**config.mk**
```make
export PLATFORM = sky130hd
export DESIGN_NAME = dma_source_chain_tag_walker_flat
export DESIGN_NICKNAME = d
export VERILOG_FILES = /design/src/dstw_pkg.sv /design/src/dstw_tag_if.sv /design/src/dstw_res_if.sv /design/src/dstw_front.sv /design/src/dstw_queue.sv /design/src/dstw_back.sv /design/src/dma_source_chain_tag_walker.sv /design/src/flat_wrapper.sv
export SDC_FILE = /design/constraint.sdc
export NUM_CORES = 1
export LEC_CHECK = 0
export BUFFER_PORTS_ARGS = -buffer_cell sky130_fd_sc_hd__buf_4
export CAP_MARGIN = 20
export CORE_AREA = 4 4 213 215
export CTS_BUF_LIST = sky130_fd_sc_hd__clkbuf_4 sky130_fd_sc_hd__clkbuf_8
export CTS_CLUSTER_SIZE = 20
export DETAILED_ROUTE_END_ITERATION = 10
export DIE_AREA = 0 0 217 219
export SYNTH_ARGS = -nofsm -noshare
export SYNTH_HDL_FRONTEND = slang
export SYNTH_SLANG_ARGS = --single-unit
```
**constraint.sdc**
```tcl
create_clock -name clk -period 12.85 [get_ports clk]
set_input_delay 1.285 -clock clk [delete_from_list [all_inputs] [get_ports clk]]
set_output_delay 1.285 -clock clk [all_outputs]
set_load 0.03 [all_outputs]
```
**src/dstw_pkg.sv**
```systemverilog
// ----------------------------------------------------------------------------
// dstw_pkg
// Shared types and constants of the source-chain tag walker: tag id codes,
// kind and fault codes, and the word that travels from decode to execute.
// ----------------------------------------------------------------------------
package dstw_pkg;

    localparam int STACK_DEPTH_DEF = 2;
    localparam int QUEUE_DEPTH     = 2;

    localparam logic [31:0] QW_BYTES = 32'd16;

    // low seven bits of the id byte
    localparam logic [6:0] ID_REFE = 7'h00;
    localparam logic [6:0] ID_CNT  = 7'h10;
    localparam logic [6:0] ID_NEXT = 7'h20;
    localparam logic [6:0] ID_REF  = 7'h30;
    localparam logic [6:0] ID_REFS = 7'h40;
    localparam logic [6:0] ID_CALL = 7'h50;
    localparam logic [6:0] ID_RET  = 7'h60;
    localparam logic [6:0] ID_END  = 7'h70;

    typedef enum logic [3:0] {
        KIND_REFE    = 4'd0,
        KIND_CNT     = 4'd1,
        KIND_NEXT    = 4'd2,
        KIND_REF     = 4'd3,
        KIND_REFS    = 4'd4,
        KIND_CALL    = 4'd5,
        KIND_RET     = 4'd6,
        KIND_END     = 4'd7,
        KIND_UNKNOWN = 4'd8
    } kind_t;

    typedef enum logic [1:0] {
        FAULT_NONE      = 2'd0,
        FAULT_OVERFLOW  = 2'd1,
        FAULT_UNDERFLOW = 2'd2
    } fault_t;

    // decoded tag, from decode to execute
    typedef struct packed {
        logic        first_tag;
        kind_t       kind;
        logic        irq_flag;
        logic [31:0] data_addr;
        logic [15:0] data_qwc;
        logic [31:0] next_addr;
        logic [31:0] ret_addr;
    } entry_t;

    typedef struct packed {
        kind_t       kind;
        logic        irq_flag;
        logic [31:0] data_addr;
        logic [15:0] data_qwc;
        logic        has_next;
        logic [31:0] next_tag_addr;
        fault_t      fault;
        logic        stack_left;
    } result_t;

endpackage

```
**src/dstw_tag_if.sv**
```systemverilog
// ----------------------------------------------------------------------------
// dstw_tag_if
// Input channel: one source-chain tag per word.
// ----------------------------------------------------------------------------
interface dstw_tag_if;
    logic        valid;
    logic        ready;
    logic        first_tag;
    logic [31:0] tag_addr;
    logic [7:0]  tag_id;
    logic [15:0] tag_qwc;
    logic [31:0] tag_target;

    modport source (
        output valid, first_tag, tag_addr, tag_id, tag_qwc, tag_target,
        input  ready
    );
    modport sink (
        input  valid, first_tag, tag_addr, tag_id, tag_qwc, tag_target,
        output ready
    );
endinterface

```
**src/dstw_res_if.sv**
```systemverilog
// ----------------------------------------------------------------------------
// dstw_res_if
// Output channel: one decoded tag result per word.
// ----------------------------------------------------------------------------
interface dstw_res_if;
    logic        valid;
    logic        ready;
    logic [3:0]  kind;
    logic        irq_flag;
    logic [31:0] data_addr;
    logic [15:0] data_qwc;
    logic        has_next;
    logic [31:0] next_tag_addr;
    logic [1:0]  fault;
    logic        stack_left;

    modport source (
        output valid, kind, irq_flag, data_addr, data_qwc, has_next,
               next_tag_addr, fault, stack_left,
        input  ready
    );
    modport sink (
        input  valid, kind, irq_flag, data_addr, data_qwc, has_next,
               next_tag_addr, fault, stack_left,
        output ready
    );
endinterface

```
**src/dstw_front.sv**
```systemverilog
// ----------------------------------------------------------------------------
// dstw_front
// Tag decode: classifies the id byte and forms the candidate addresses
// (data, next tag, return) so the execute side only touches the stack.
// ----------------------------------------------------------------------------
module dstw_front (
    dstw_tag_if.sink         tag,
    input  logic             q_ready,
    output logic             push,
    output dstw_pkg::entry_t push_item
);
    import dstw_pkg::*;

    logic [31:0] after;
    logic [31:0] skip;
    logic [16:0] qwc_plus;

    assign tag.ready = q_ready;
    assign push      = tag.valid && q_ready;

    always_comb
    begin
        after    = tag.tag_addr + QW_BYTES;
        // tag itself plus its payload, in quadwords
        qwc_plus = {1'b0, tag.tag_qwc} + 17'd1;
        skip     = tag.tag_addr + {11'd0, qwc_plus, 4'd0};

        push_item.first_tag = tag.first_tag;
        push_item.irq_flag  = tag.tag_id[7];
        push_item.data_qwc  = tag.tag_qwc;
        push_item.ret_addr  = skip;
        push_item.kind      = KIND_UNKNOWN;
        push_item.data_addr = '0;
        push_item.next_addr = '0;

        case (tag.tag_id[6:0])
            ID_REFE:
            begin
                push_item.kind      = KIND_REFE;
                push_item.data_addr = tag.tag_target;
            end
            ID_CNT:
            begin
                push_item.kind      = KIND_CNT;
                push_item.data_addr = after;
                push_item.next_addr = skip;
            end
            ID_NEXT:
            begin
                push_item.kind      = KIND_NEXT;
                push_item.data_addr = after;
                push_item.next_addr = tag.tag_target;
            end
            ID_REF:
            begin
                push_item.kind      = KIND_REF;
                push_item.data_addr = tag.tag_target;
                push_item.next_addr = after;
            end
            ID_REFS:
            begin
                push_item.kind      = KIND_REFS;
                push_item.data_addr = tag.tag_target;
                push_item.next_addr = after;
            end
            ID_CALL:
            begin
                push_item.kind      = KIND_CALL;
                push_item.data_addr = after;
                push_item.next_addr = tag.tag_target;
            end
            ID_RET:
            begin
                push_item.kind      = KIND_RET;
                push_item.data_addr = after;
            end
            ID_END:
            begin
                push_item.kind      = KIND_END;
                push_item.data_addr = after;
            end
            default:
            begin
                push_item.kind = KIND_UNKNOWN;
            end
        endcase
    end

endmodule

```
**src/dstw_queue.sv**
```systemverilog
// ----------------------------------------------------------------------------
// dstw_queue
// Short FIFO of decoded tags between decode and execute.
// ----------------------------------------------------------------------------
module dstw_queue (
    input  logic             clk,
    input  logic             rst_n,
    input  logic             push,
    input  dstw_pkg::entry_t push_item,
    output logic             not_full,
    output logic             q_valid,
    output dstw_pkg::entry_t q_item,
    input  logic             pop
);
    import dstw_pkg::*;

    localparam int PTR_W = (QUEUE_DEPTH > 1) ? $clog2(QUEUE_DEPTH) : 1;
    localparam int CNT_W = $clog2(QUEUE_DEPTH + 1);

    entry_t             mem_reg [QUEUE_DEPTH];
    logic [PTR_W-1:0]   wr_ptr_reg, wr_ptr_next;
    logic [PTR_W-1:0]   rd_ptr_reg, rd_ptr_next;
    logic [CNT_W-1:0]   count_reg, count_next;

    assign not_full = count_reg != CNT_W'(QUEUE_DEPTH);
    assign q_valid  = count_reg != '0;
    assign q_item   = mem_reg[rd_ptr_reg];

    always_comb
    begin
        wr_ptr_next = wr_ptr_reg;
        rd_ptr_next = rd_ptr_reg;
        if (push)
        begin
            wr_ptr_next = (wr_ptr_reg == PTR_W'(QUEUE_DEPTH - 1)) ? '0 : wr_ptr_reg + 1'b1;
        end
        if (pop)
        begin
            rd_ptr_next = (rd_ptr_reg == PTR_W'(QUEUE_DEPTH - 1)) ? '0 : rd_ptr_reg + 1'b1;
        end
        count_next = count_reg + CNT_W'(push) - CNT_W'(pop);
    end

    always_ff @(posedge clk or negedge rst_n)
    begin
        if (!rst_n)
        begin
            wr_ptr_reg <= '0;
            rd_ptr_reg <= '0;
            count_reg  <= '0;
        end
        else
        begin
            wr_ptr_reg <= wr_ptr_next;
            rd_ptr_reg <= rd_ptr_next;
            count_reg  <= count_next;
        end
    end

    always_ff @(posedge clk)
    begin
        if (push)
        begin
            mem_reg[wr_ptr_reg] <= push_item;
        end
    end

    a_count_bound: assert property (@(posedge clk) disable iff (!rst_n)
        count_reg <= CNT_W'(QUEUE_DEPTH))
        else $error("queue count beyond depth");

    a_no_push_full: assert property (@(posedge clk) disable iff (!rst_n)
        !not_full |-> !push)
        else $error("push into full queue");

    a_no_pop_empty: assert property (@(posedge clk) disable iff (!rst_n)
        !q_valid |-> !pop)
        else $error("pop from empty queue");

endmodule

```
**src/dstw_back.sv**
```systemverilog
// ----------------------------------------------------------------------------
// dstw_back
// Tag execute: return stack push and pop, fault detection and the
// registered result word.
// ----------------------------------------------------------------------------
module dstw_back #(
    parameter int STACK_DEPTH = dstw_pkg::STACK_DEPTH_DEF
) (
    input  logic             clk,
    input  logic             rst_n,
    input  logic             q_valid,
    input  dstw_pkg::entry_t q_item,
    output logic             pop,
    dstw_res_if.source       res
);
    import dstw_pkg::*;

    localparam int DEPTH_W = $clog2(STACK_DEPTH + 1);
    localparam int IDX_W   = (STACK_DEPTH > 1) ? $clog2(STACK_DEPTH) : 1;

    logic [31:0]        stack_reg [STACK_DEPTH];
    logic [DEPTH_W-1:0] depth_reg, depth_next;
    logic [DEPTH_W-1:0] depth_eff;
    logic               res_valid_reg, res_valid_next;
    result_t            res_reg, res_next;
    logic               do_push;
    logic [IDX_W-1:0]   wr_idx;
    logic [IDX_W-1:0]   rd_idx;

    assign pop = q_valid && (!res_valid_reg || res.ready);

    always_comb
    begin
        // a first tag sees an empty stack
        depth_eff  = q_item.first_tag ? '0 : depth_reg;
        depth_next = depth_eff;
        do_push    = 1'b0;
        wr_idx     = depth_eff[IDX_W-1:0];
        rd_idx     = depth_next[IDX_W-1:0];

        res_next.kind          = q_item.kind;
        res_next.irq_flag      = q_item.irq_flag;
        res_next.data_addr     = q_item.data_addr;
        res_next.data_qwc      = q_item.data_qwc;
        res_next.has_next      = 1'b0;
        res_next.next_tag_addr = '0;
        res_next.fault         = FAULT_NONE;

        case (q_item.kind)
            KIND_CNT, KIND_NEXT, KIND_REF, KIND_REFS:
            begin
                res_next.has_next      = 1'b1;
                res_next.next_tag_addr = q_item.next_addr;
            end
            KIND_CALL:
            begin
                if (depth_eff >= DEPTH_W'(STACK_DEPTH))
                begin
                    res_next.fault = FAULT_OVERFLOW;
                end
                else
                begin
                    do_push                = 1'b1;
                    depth_next             = depth_eff + 1'b1;
                    res_next.has_next      = 1'b1;
                    res_next.next_tag_addr = q_item.next_addr;
                end
            end
            KIND_RET:
            begin
                if (depth_eff == '0)
                begin
                    res_next.fault = FAULT_UNDERFLOW;
                end
                else
                begin
                    depth_next             = depth_eff - 1'b1;
                    rd_idx                 = depth_next[IDX_W-1:0];
                    res_next.has_next      = 1'b1;
                    res_next.next_tag_addr = stack_reg[rd_idx];
                end
            end
            default:
            begin
                res_next.has_next = 1'b0;
            end
        endcase

        res_next.stack_left = !res_next.has_next && (depth_next != '0);

        if (pop)
        begin
            res_valid_next = 1'b1;
        end
        else if (res.ready)
        begin
            res_valid_next = 1'b0;
        end
        else
        begin
            res_valid_next = res_valid_reg;
        end
    end

    always_ff @(posedge clk or negedge rst_n)
    begin
        if (!rst_n)
        begin
            depth_reg     <= '0;
            res_valid_reg <= 1'b0;
        end
        else
        begin
            res_valid_reg <= res_valid_next;
            if (pop)
            begin
                depth_reg <= depth_next;
            end
        end
    end

    always_ff @(posedge clk)
    begin
        if (pop)
        begin
            res_reg <= res_next;
        end
        if (pop && do_push)
        begin
            stack_reg[wr_idx] <= q_item.ret_addr;
        end
    end

    assign res.valid         = res_valid_reg;
    assign res.kind          = res_reg.kind;
    assign res.irq_flag      = res_reg.irq_flag;
    assign res.data_addr     = res_reg.data_addr;
    assign res.data_qwc      = res_reg.data_qwc;
    assign res.has_next      = res_reg.has_next;
    assign res.next_tag_addr = res_reg.next_tag_addr;
    assign res.fault         = res_reg.fault;
    assign res.stack_left    = res_reg.stack_left;

    a_depth_bound: assert property (@(posedge clk) disable iff (!rst_n)
        depth_reg <= DEPTH_W'(STACK_DEPTH))
        else $error("return stack depth beyond capacity");

    a_fault_ends: assert property (@(posedge clk) disable iff (!rst_n)
        res_valid_reg && (res_reg.fault != FAULT_NONE) |-> !res_reg.has_next)
        else $error("faulted tag continues the chain");

    a_call_push: assert property (@(posedge clk) disable iff (!rst_n)
        pop && (q_item.kind == KIND_CALL) && (res_next.fault == FAULT_NONE)
        |=> depth_reg == $past(depth_eff) + 1'b1)
        else $error("call did not grow the stack");

    a_left_end: assert property (@(posedge clk) disable iff (!rst_n)
        res_valid_reg && res_reg.stack_left |-> !res_reg.has_next)
        else $error("stack_left on a continuing chain");

endmodule

```
**src/dma_source_chain_tag_walker.sv**
```systemverilog
// One source-chain tag is accepted per cycle while the queue has room and
// gives one result word. A tag enters a decode stage that classifies the id
// and forms the data, next and return addresses, waits in a two-word queue,
// and is then executed against the return stack; the result word is loaded
// into an output register when the tag leaves the queue, which happens only
// while that register is empty or being taken. Back to back tags run at one
// per cycle for as long as the result side keeps taking words; a stalled
// result side fills the queue and then holds off new tags.
// ----------------------------------------------------------------------------
// dma_source_chain_tag_walker
// Decodes source-chain DMA tags and tracks the call/ret return stack.
// ----------------------------------------------------------------------------
module dma_source_chain_tag_walker #(
    parameter int STACK_DEPTH = dstw_pkg::STACK_DEPTH_DEF
) (
    input  logic       clk,
    input  logic       rst_n,
    dstw_tag_if.sink   tag,
    dstw_res_if.source res
);
    import dstw_pkg::*;

    logic   push;
    entry_t push_item;
    logic   not_full;
    logic   q_valid;
    entry_t q_item;
    logic   pop;

    dstw_front u_front (
        .tag       (tag),
        .q_ready   (not_full),
        .push      (push),
        .push_item (push_item)
    );

    dstw_queue u_queue (
        .clk       (clk),
        .rst_n     (rst_n),
        .push      (push),
        .push_item (push_item),
        .not_full  (not_full),
        .q_valid   (q_valid),
        .q_item    (q_item),
        .pop       (pop)
    );

    dstw_back #(
        .STACK_DEPTH (STACK_DEPTH)
    ) u_back (
        .clk     (clk),
        .rst_n   (rst_n),
        .q_valid (q_valid),
        .q_item  (q_item),
        .pop     (pop),
        .res     (res)
    );

endmodule

```
**src/flat_wrapper.sv**
```systemverilog
// flat-port wrapper written by rule: the top's interface ports become plain ports
module dma_source_chain_tag_walker_flat import dstw_pkg::*;
#(
    parameter int STACK_DEPTH = dstw_pkg::STACK_DEPTH_DEF
)
  (clk, rst_n, tag_valid, tag_first_tag, tag_tag_addr, tag_tag_id, tag_tag_qwc, tag_tag_target, tag_ready, res_valid, res_kind, res_irq_flag, res_data_addr, res_data_qwc, res_has_next, res_next_tag_addr, res_fault, res_stack_left, res_ready);
  dstw_tag_if tag_i ();
  dstw_res_if res_i ();
  input  logic clk;
  input  logic rst_n;
  input wire logic [$bits(tag_i.valid)-1:0] tag_valid;
  input wire logic [$bits(tag_i.first_tag)-1:0] tag_first_tag;
  input wire logic [$bits(tag_i.tag_addr)-1:0] tag_tag_addr;
  input wire logic [$bits(tag_i.tag_id)-1:0] tag_tag_id;
  input wire logic [$bits(tag_i.tag_qwc)-1:0] tag_tag_qwc;
  input wire logic [$bits(tag_i.tag_target)-1:0] tag_tag_target;
  output wire logic [$bits(tag_i.ready)-1:0] tag_ready;
  output wire logic [$bits(res_i.valid)-1:0] res_valid;
  output wire logic [$bits(res_i.kind)-1:0] res_kind;
  output wire logic [$bits(res_i.irq_flag)-1:0] res_irq_flag;
  output wire logic [$bits(res_i.data_addr)-1:0] res_data_addr;
  output wire logic [$bits(res_i.data_qwc)-1:0] res_data_qwc;
  output wire logic [$bits(res_i.has_next)-1:0] res_has_next;
  output wire logic [$bits(res_i.next_tag_addr)-1:0] res_next_tag_addr;
  output wire logic [$bits(res_i.fault)-1:0] res_fault;
  output wire logic [$bits(res_i.stack_left)-1:0] res_stack_left;
  input wire logic [$bits(res_i.ready)-1:0] res_ready;
  assign tag_i.valid = tag_valid;
  assign tag_i.first_tag = tag_first_tag;
  assign tag_i.tag_addr = tag_tag_addr;
  assign tag_i.tag_id = tag_tag_id;
  assign tag_i.tag_qwc = tag_tag_qwc;
  assign tag_i.tag_target = tag_tag_target;
  assign tag_ready = tag_i.ready;
  assign res_valid = res_i.valid;
  assign res_kind = res_i.kind;
  assign res_irq_flag = res_i.irq_flag;
  assign res_data_addr = res_i.data_addr;
  assign res_data_qwc = res_i.data_qwc;
  assign res_has_next = res_i.has_next;
  assign res_next_tag_addr = res_i.next_tag_addr;
  assign res_fault = res_i.fault;
  assign res_stack_left = res_i.stack_left;
  assign res_i.ready = res_ready;
  dma_source_chain_tag_walker #(.STACK_DEPTH(STACK_DEPTH)) u_core (.clk(clk), .rst_n(rst_n), .tag(tag_i), .res(res_i));
endmodule
```
; ---- Word-level counts from Yosys, hierarchy flattened
; Memory sizes are Yosys's and may differ from the RTL's.
; Index checks and enable logic that the tools add are counted.
[op_classes]
n_addsub = 9
magnitude_cmp = 1
n_eq_ne = 14
muxes = 24
reduce_logical = 17
[ops]
columns = operator, n
row1 = 32-bit one-hot mux with 3 select lines, 2
row2 = 33-bit two-way mux, 2
row3 = 32-bit one-hot mux with 2 select lines, 1
row4 = 32-bit by 21-bit adder with 32-bit output, 1
row5 = "32-bit by 5-bit adder with 32-bit output, second input constant", 1
row6 = 4-bit one-hot mux with 8 select lines, 1
row7 = "7-bit == test, second input constant", 4
row8 = "16-bit by 1-bit adder with 17-bit output, second input constant", 1
row9 = "7-bit by 6-bit == test with 1-bit output, second input constant", 2
row10 = "4-bit by 3-bit == test with 1-bit output, second input constant", 3
row11 = 1-bit two-way mux, 11
row12 = "4-bit by 2-bit == test with 1-bit output, second input constant", 2
row13 = 2-bit two-way mux, 4
row14 = 2-bit one-hot mux with 2 select lines, 2
row15 = "7-bit by 5-bit == test with 1-bit output, second input constant", 1
row16 = 7-bit logical NOT, 1
row17 = 2-bit nonzero test, 3
row18 = 5-bit OR reduction, 1
row19 = "4-bit by 1-bit == test with 1-bit output, second input constant", 1
row20 = 1-bit logical AND, 4
row21 = 2-bit OR reduction, 2
row22 = 4-bit OR reduction, 1
row23 = 1-bit one-hot mux with 3 select lines, 1
row24 = 3-bit OR reduction, 1
row25 = 10 further kinds, 12
[word_totals]
ff_bits = 96
ram_bits = 300
output_inout_bits = 91
n_memories = 2
[memory_table]
columns = memory, words, word_bits, read_ports, rd_clocked_by_memory_dff, write_ports, line_no
row1 = u_core.u_queue.mem_reg, 2, 118, 1, 0, 1, dstw_queue.sv:20  ; entry_t mem_reg [QUEUE_DEPTH];
row2 = u_core.u_back.stack_reg, 2, 32, 1, 0, 1, dstw_back.sv:21  ; logic [31:0] stack_reg [STACK_DEPTH];

; ---- Depth between registers and ports, before layout
; Gate-level depths: netlist of run 1.
; An unclocked memory read counts as a cell.
[logic_depth]
word_depth = 8
depth_mapped = 15
ltp_nobuf = 15

; ---- Modules after synthesis
; Synthesis of run 1 repeated with hierarchy kept, for this count alone.
[hier_totals]
hier_cells = 1144
hier_area_um2 = 17524.3
[by_module_without_submodules]
columns = module, instances, cells_per_inst, area_per_inst_um2, seq_area_each_um2
row1 = dstw_queue, 1, 382, 8757.1, 7186.9
row2 = dstw_back, 1, 268, 5615.4, 4669.5
row3 = dstw_front, 1, 494, 3151.8, 0.0

; ---- Least setup slack after synthesis of run 1
; Ideal clock, no wire load.
[synth_timing]
kind = input to register
from = input res_ready
to = memory u_core.u_back.stack_reg[0][0], enable pin
setup_ns = 0.421
t_arrival_ns = 7.853
required_ns = 12.429
setup_slack_ns = 4.576
path_stages = 4
cell_sequence = inv_1 > a21oi_1 > nand3b_1 > nor2_1
[synth_between]
elab_chain_len = 5
[synth_lines]
columns = item, line_no
row1 = from (decl), flat_wrapper.sv:27  ; input wire logic [$bits(res_i.ready)-1:0] res_ready;
row2 = 1-bit logical OR, dstw_back.sv:30  ; assign pop = q_valid && (!res_valid_reg || res.ready);
row3 = 1-bit logical AND, dstw_back.sv:30
row4 = via u_core.pop, dma_source_chain_tag_walker.sv:28  ; logic pop;
row5 = 1-bit logical AND, dstw_back.sv:128  ; if (pop && do_push)
row6 = 1-bit two-way mux, dstw_back.sv:128
row7 = 1-bit two-way mux (not written as such), dstw_back.sv:130  ; stack_reg[wr_idx] <= q_item.ret_addr;
row8 = to (decl), dstw_back.sv:21
; The timed path passes the listed nets, and every way through them passes these cells.

==> results of run 1 <==
[metal layers]
| metal | vias to the layer above | part of all wire | global-route usage |
|---|---|---|---|
| li1 | 4912 | - | - |
| met5 | - | 0.0011 | 0 |
| met3 | 50 | 0.063 | 0.04611 |
| met2 | 331 | 0.47 | 0.2931 |
| met1 | 5247 | 0.45 | 0.2510 |
| met4 | 6 | 0.018 | 0.06021 |
[worst max-delay path: stages]
cell and delay (ns):
buf_4 0.11, ha_1 0.21, nand2_1 0.08, nor2_1 0.17
and2_1 0.24, and4_1 0.27, nand3_1 0.10, xnor2_1 0.14
ha_1 0.37, a21oi_1 0.29, o21ai_0 0.13, a21oi_1 0.49
nand2_1 0.20, xor2_1 0.21, a221o_1 0.36
[worst max path at each step]
stage,start,end,cells past startpoint
2_1_floorplan,res_ready,u_core.u_back.stack_reg[0][0],4
4_1_cts,tag_tag_qwc[0],u_core.u_queue.mem_reg[1][51],15
6_report,tag_tag_qwc[0],u_core.u_queue.mem_reg[1][51],15
5_1_grt,tag_tag_qwc[1],u_core.u_queue.mem_reg[1][31],15
3_3_place_gp,tag_tag_qwc[0],u_core.u_queue.mem_reg[0][51],15
3_5_place_dp,tag_tag_qwc[0],u_core.u_queue.mem_reg[0][51],15
[area by class of cell]
class | count | share of cell area
Antenna cell | 3 | 0.0003650
Clock buffer | 86 | 0.05177
Clock inverter | 25 | 0.008152
Inverter | 16 | 0.002920
Multi-Input combinational cell | 689 | 0.2519
Sequential cell | 396 | 0.5767
Tap cell | 592 | 0.03601
Timing Repair Buffer | 198 | 0.07227
[placed cells by master, fill, tap and decap left out, types with 8 or more instances in the layout]
cell type,count
edfxtp_1,389
buf_4,198
mux2_2,84
nor2_1,83
mux2i_1,67
clkbuf_8,67
nand2_1,58
a21oi_1,40
xnor2_1,39
o22ai_1,32
xor2_1,31
a211oi_1,24
ha_1,24
nand3_1,23
o21ai_0,22
clkbuf_4,19
a221o_1,18
clkinv_1,15
inv_1,14
and2_1,13
nand4_1,13
nand2b_1,9
and4_1,8
[power by group]
group          total, mW  switching (mW)  leakage [nW]  internal [mW]
sequential          2.02           0.134          3.75           1.88
clock               1.06           0.485         0.642          0.579
combinational       1.28           0.812          2.94          0.470
[per-stage QoR]
step / std cells / hold slack (ns) / utilization / worst slack [ns]
6_report: 2005 / 0.4947 / 0.4702 / 8.500
3_3_place_gp: 1891 / 0.5151 / 0.4419 / 8.016
5_1_grt: 2004 / 0.4618 / 0.4702 / 8.225
4_1_cts: 2002 / 0.4361 / 0.4701 / 8.561
2_1_floorplan: 1155 / 0.4604 / - / 4.576
3_5_place_dp: 1891 / 0.5275 / 0.4419 / 7.910
[logic make-up after synthesis]
logic type / count (synthesis)
AOI/OAI and AO/OA: 196
adders and majority gates: 25
muxes: 151
buffers and inverters: 70
and+or+nand+nor: 247
DFF: 396
xor gates and xnor gates: 70
==> summary.md, run 1 <==
| Metric | Value |
|---|---|
| Post-synthesis simple-gate area fraction | 0.07002 |
| Area share of xor/xnor cells in the synthesized design | 0.03552 |
| Max clock buf depth | 3 |
| Finish-stage setup viols | 0 |
| Slew Viols, Final | 0 |
| Max_cap viols | 0 |
| Synthesized Nets | between 1000 and 1500 |
| Top-area cell type share of the netlist area | 0.6767 |
| Maximum vdd ir drop | ~0.11 mV |
| Fraction of layout instances using a drive strength above 1 | 0.2858 |
| DR vias/cell | between 5 and 6 |
| Asr flop ratio synth | 0.01768 |
| Post-synth top flop | edfxtp_1 |
| Main combinational cell family by area after synthesis | multiplexers |
| Synth Area in Compound Gates | 0.07952 |
| GP Congestion | just under 0.9 |
| Arrival @ worst endpoint | between 4 and 5 ns |
| Count leader, synth | edfxtp_1 |
| RSZ-0062 raised after global routing | false |
| Setup bufs post-CTS | 0 |
| YS warnings | 0 |
| Die Y | between 200 and 250 um |
| Mux share of post-synthesis cell area | 0.09365 |
| Drt wl/cell | ~22 um |
| Number of synthesized flops with an enable pin | between 300 and 400 |
| R2r startpoint | u_core.u_queue.rd_ptr_reg |
| Fmax | 229.9 MHz |
| Adder-Cell Fraction of Synth Area | 0.01856 |
| Post-route ant nets | 0 |
| Syn Std Cell Area | between 15000 and 20000 um^2 |
| Multi-input logic area | 5180 um^2 |
| TNS Setup | 0 ns |
| R2r setup slk | around 9.2 ns |
| Total GRT Usage | 0.1846 |
| Worst Hold Class | in -> async |
| Core Region | approximately 44000 um^2 |
| Row cnt | 77 |
| Synth cell count leaders | 389 x edfxtp_1, 88 x nor2_1, 84 x mux2_2, 67 x mux2i_1, 58 x nand2_1 |
| Crit path kind | in -> reg |
| Final Net Count | between 1000 and 1500 |
| Yosys top cell by area | edfxtp_1 |
| Hold Vio Cnt, Final | 0 |
| Sequential share of the synthesized area | 0.6869 |
| Synth-to-layout area growth | 19.15% |
| Worst skew pair latency | around 0.6 ns |
| Power Dens Cells | 212.2 nW/um^2 |
| Placed Area | roughly 19000 um^2 |
| Syn Inst Count | 1155 |
| Initial Util | 0.3946 |
| Grt total ovfl | 0 |
| Die Area | around 48000 um^2 |
| DRT Pass-1 Iters | 5 |
| TritonCTS clock tree | yes |
| # fillers | 3918 |
| R2R depth | 5 |
| Status | finished clean |
| Slew headroom | 0.3358 |
| Die X | around 220 um |
| Largest fanout on the critical path | 6 |
| Hold Buf Count CTS | 0 |
| Yosys cell types | slightly above 60 |
| Cts repair resizes | 0 |
| Clock transition at the registers of the reported paths | 0.06 ns |
| Pin slew with the least headroom to its limit | 0.9963 ns |
| Synth Register Bits | a little under 400 |
| Vias in the first global route | 10690 |
| Critical path endpoint category | flip-flop |
| Detailed-placement wirelength estimate | 29470 um |
| R2R Path End | u_core.u_back.res.next_tag_addr[11] |
| Leak | 7.330 nW |
| Seq. cell area | between 10000 and 15000 um^2 |
| Clk_skew | between 0.02 and 0.03 ns |
| Req. time, crit path | roughly 13 ns |
| Buffers added on ports | approximately 180 |
| Num CTS Buffers | between 60 and 70 |
| Initial antenna violation count | 6 |
| H-tree depth | 3 |
| Power Total | approximately 4.4 mW |
| Max reg flops | ~240 |
| # IOs | 184 |
| 1st-iter DRT viols | between 700 and 800 |
| Final worst path period share | 0.3385 |
| Cell area after layout | 20570 um^2 |
| Syn Area/Cell | 14.95 um^2 |
| Dominant cells by area after synthesis | edfxtp_1 68%, mux2_2 5.5%, mux2i_1 3.9% |
| Clock net sink count | around 400 |
| Largest net degree at the start of global routing | 68 |
| First-pass GRT wire length | roughly 66000 um |
| Root Driver | clkbuf_8 |
| Post-route DRC | 0 |
| Critical Path Start Type | input port |
| DR vias | roughly 11000 |
| Total Routed Length | approximately 45000 um |
| Tmin final | ~4.3 ns |
No activity file was read; power rests on OpenSTA's default activity.
==> inputs of run 2 (changes only) <==
--- a/config.mk
+++ b/config.mk
@@ -5,13 +5,14 @@
 export SDC_FILE = /design/constraint.sdc
 export NUM_CORES = 1
 export LEC_CHECK = 0
+export ABC_AREA = 1
 export BUFFER_PORTS_ARGS = -buffer_cell sky130_fd_sc_hd__buf_4
 export CAP_MARGIN = 20
-export CORE_AREA = 4 4 213 215
+export CORE_AREA = 4 4 219 221
 export CTS_BUF_LIST = sky130_fd_sc_hd__clkbuf_4 sky130_fd_sc_hd__clkbuf_8
 export CTS_CLUSTER_SIZE = 20
 export DETAILED_ROUTE_END_ITERATION = 10
-export DIE_AREA = 0 0 217 219
+export DIE_AREA = 0 0 223 225
 export SYNTH_ARGS = -nofsm -noshare
 export SYNTH_HDL_FRONTEND = slang
 export SYNTH_SLANG_ARGS = --single-unit
==> constraint.sdc (replaced) <==
create_clock -name clk -period 3.57 [get_ports clk]
set_input_delay 0.357 -clock clk [delete_from_list [all_inputs] [get_ports clk]]
set_output_delay 0.357 -clock clk [all_outputs]
set_load 0.03 [all_outputs]
==> summary.md, run 2 <==
| Metric | Value |
|---|---|
| Final WS setup | 0.2876 ns (-8.213 ns) |
| Slew Viols, Final | 0 (unchanged) |
| Clock transition at the registers of the reported paths | 0.07 ns (about the same) |
| Synth Register Bits | 396 (unchanged) |
| Clk_skew | 0.03216 ns (+0.002282 ns) |
| Drt wl/cell | 19.88 um (-11%) |
| Fraction of layout instances using a drive strength above 1 | 0.2023 (-0.08354) |
| Status | finished clean |
| Cell area after layout | 22140 um^2 (+7.6%) |
| H-tree depth | 3 (unchanged) |
| Commonest non-fill, non-tap cell in the layout | nand2_1 |
| DR vias/cell | 4.916 (-6.5%) |
| Core Region | 46160 um^2 (+5.5%) |
| R2R depth | 9 (+4) |
| GP Congestion | 1.079 (+24%) |
| Worst Hold Class | in -> async |
| Grt total ovfl | 0 (unchanged) |
| Cell Count Post-Placement | 2476 (+31%) |
| Syn Std Cell Area | 18230 um^2 (+5.6%) |
| Hold Vio Cnt, Final | 0 (unchanged) |
| Worst skew pair latency | 0.64 ns (+0.03 ns) |
| Post-route DRC | 0 (unchanged) |
| Top-area cell type share of the netlist area | 0.6407 (-0.03599) |
| Root Driver | clkbuf_8 |
| Leak | 9.381 nW (+28%) |
| Critical Path Start Type | input port |
| Yosys top cell by area | edfxtp_1 |
| Largest fanout on the critical path | 5 (-1) |
| Crit path kind | in -> reg |
| Num CTS Buffers | 71 (+6.0%) |
| Final std cells w/o fill | 2630 (+31%) |
| Pin slew with the least headroom to its limit | 1.023 ns (+0.02710 ns) |
| Critical Path Most Common Cell | nand3_1 |
| TNS Setup | 0 ns (unchanged) |
| Req. time, crit path | 3.94 ns (-9.24 ns) |
| Synth cell count leaders | 599 x nand2_1, 389 x edfxtp_1, 167 x inv_1, 108 x nand3_1, 89 x nor2_1 |
| Max reg flops | 236 (unchanged) |
| Number of synthesized flops with an enable pin | 389 (unchanged) |
| RSZ-0062 raised after global routing | false |
| TritonCTS clock tree | yes |
| Arrival @ worst endpoint | 3.65 ns (-1.03 ns) |
| Maximum vdd ir drop | 0.5318 mV (+400%) |
| Slew headroom | 0.3177 (-0.01806) |
| Vias in the first global route | 12960 (+21%) |
| Total Routed Length | 52290 um (+17%) |
| Syn Area/Cell | 10.71 um^2 (-28%) |
| Buffers added on ports | 183 (unchanged) |
| Power Total | 17.10 mW (+290%) |
| Count leader, synth | nand2_1 |
| DP Worst Slack | 0.1099 ns (-7.800 ns) |
| Max clock buf depth | 3 (unchanged) |
| First-pass GRT wire length | 77860 um (+18%) |
| Sequential share of the synthesized area | 0.6503 (-0.03653) |
| Synth-to-layout area growth | 21.44% |
| Post-synth top flop | edfxtp_1 |
| Critical path endpoint category | flip-flop |
| DRT Pass-1 Iters | 5 (unchanged) |
| Row cnt | 79 (+2.6%) |
| Asr flop ratio synth | 0.01768 (unchanged) |
| Post-route ant nets | 0 (unchanged) |
| Die Area | 50180 um^2 (+5.6%) |
| Clock net sink count | 396 (unchanged) |
| Total GRT Usage | 0.2054 (+0.02086) |
| YS warnings | 0 (unchanged) |
| CP max-delay cell | dlygate4sd3_1 |
| Detailed-placement wirelength estimate | 37820 um (+28%) |
| Die X | 223 um (+2.8%) |
| Syn Inst Count | 1702 (+47%) |
| DR vias | 12930 (+23%) |
| Die Y | 225 um (+2.7%) |
| Crit-path cells | dlygate4sd3_1, buf_4, ha_1, nand3_1, inv_1, nand3_1, nor3_2, nand2_1, nor2_1, xor2_1, ha_1, nand2_1, nand2_1, inv_1, nand2_1, inv_1, nand3_1, or2_2, nand3_1, nand3_1 |
| Initial antenna violation count | 1 (-5) |
| Dominant cells by area after synthesis | edfxtp_1 64%, nand2_1 12%, inv_1 3.4% |
| # IOs | 184 (unchanged) |
| R2r startpoint | u_core.u_queue.rd_ptr_reg |
| Tmin final | about 3.3 ns |
| Power Dens Cells | 772.1 nW/um^2 (+260%) |
| Finish-stage setup viols | 0 (unchanged) |
| Max_cap viols | 0 (unchanged) |
| Final Net Count | 2086 (+40%) |
| Commonest non-fill, non-tap cells in the layout | 599 x nand2_1, 389 x edfxtp_1, 209 x buf_4 |
| Initial Util | 0.3950 (about the same) |
| Worst path max stage delay | 0.53 ns (+0.04 ns) |
| 1st-iter DRT viols | 957 (+25%) |
| Final worst path period share | 0.9195 |
| Yosys cell types | 43 (-31%) |
| Largest net degree at the start of global routing | 82 (+21%) |
| Synthesized Nets | 1820 (+43%) |
| Fmax | 304.7 MHz |
| R2r setup slk | 0.88 ns (-8.31 ns) |
| R2R Path End | u_core.u_back.res.next_tag_addr[26] |
| Final core utilization | 0.4796 (+0.009409) |
| Hold WS | 0.06611 ns (-0.4286 ns) |
| Placed Area | 20450 um^2 (+5.8%) |
-- run 2: cell count changes in the layout (fill, tap and decap cells not counted), moves of 33 or more --
cell and delta:
nand3_1 +85, xnor2_1 -33, nand2_1 +541, inv_1 +152, mux2_2 -84
-- run 2: worst max-delay path by stage --
stage               depth (start not counted)                        start  slack, ns                            end
global route                               18               tag_tag_qwc[2]       0.05  u_core.u_queue.mem_reg[1][50]
global placement                           18               tag_tag_qwc[0]       0.11  u_core.u_queue.mem_reg[1][49]
floorplan                                   3  u_core.u_queue.count_reg[1]      -0.80   u_core.u_queue.mem_reg[1][0]
detailed placement                         19               tag_tag_qwc[0]       0.11  u_core.u_queue.mem_reg[0][49]
CTS                                        20               tag_tag_qwc[0]       0.26  u_core.u_queue.mem_reg[0][49]
finish                                     20               tag_tag_qwc[0]       0.29  u_core.u_queue.mem_reg[1][47]
-- run 2: area by class of cell --
class                   instances  area (um^2)
clock inverters                33        249.0
clock buffers                  94         1156
flip-flops and latches        396        11860
repair buffers                239         1909
diodes                          1        2.502
well taps                     607        759.5
inverters                     172        649.4
fillers                      4219        24020
multi-input cells            1088         5554
-- run 2: per-layer routing --
metal,GRT usage,wire length (um),up-vias
met4,0.06761,1401,0
met3,0.04077,2653,81
met1,0.2834,23800,6163
met5,0,0,-
met2,0.3298,24440,386
li1,-,-,6299
-- run 2: kinds of logic (layout without fill, tap and decap cells) --
logic type / Yosys count / in the layout / share of synthesized area
compound gates: 114 / 114 / 0.04818
other cells: 0 / 1 / 0
fa+ha+maj: 25 / 25 / 0.01757
xor+xnor: 31 / 31 / 0.01489
flops: 396 / 396 / 0.6503
mux: 38 / 38 / 0.02086
simple gates: 880 / 880 / 0.2010
buf+inv: 218 / 538 / 0.04715
-- run 2: power breakdown --
group / switching, mW / total [mW] / internal [mW]
combinational: 3.89 / 5.58 / 1.69
sequential: 0.414 / 7.29 / 6.87
clock: 1.89 / 4.23 / 2.34
-- run 2: critical path, delay by kind of cell --
family | cells | cell delay, ns
and+or+nand+nor | 12 | 1.75
buffers and inverters | 5 | 0.88
adders and majority gates | 2 | 0.51
xor gates and xnor gates | 1 | 0.16
-- run 2: what timing repair did --
item	in CTS	in global routing
setup endpoints to repair	0	26
hold buffers	26	0
gates resized for setup	0	3
endpoints found under the hold margin	55	0
buffers inserted	0	0
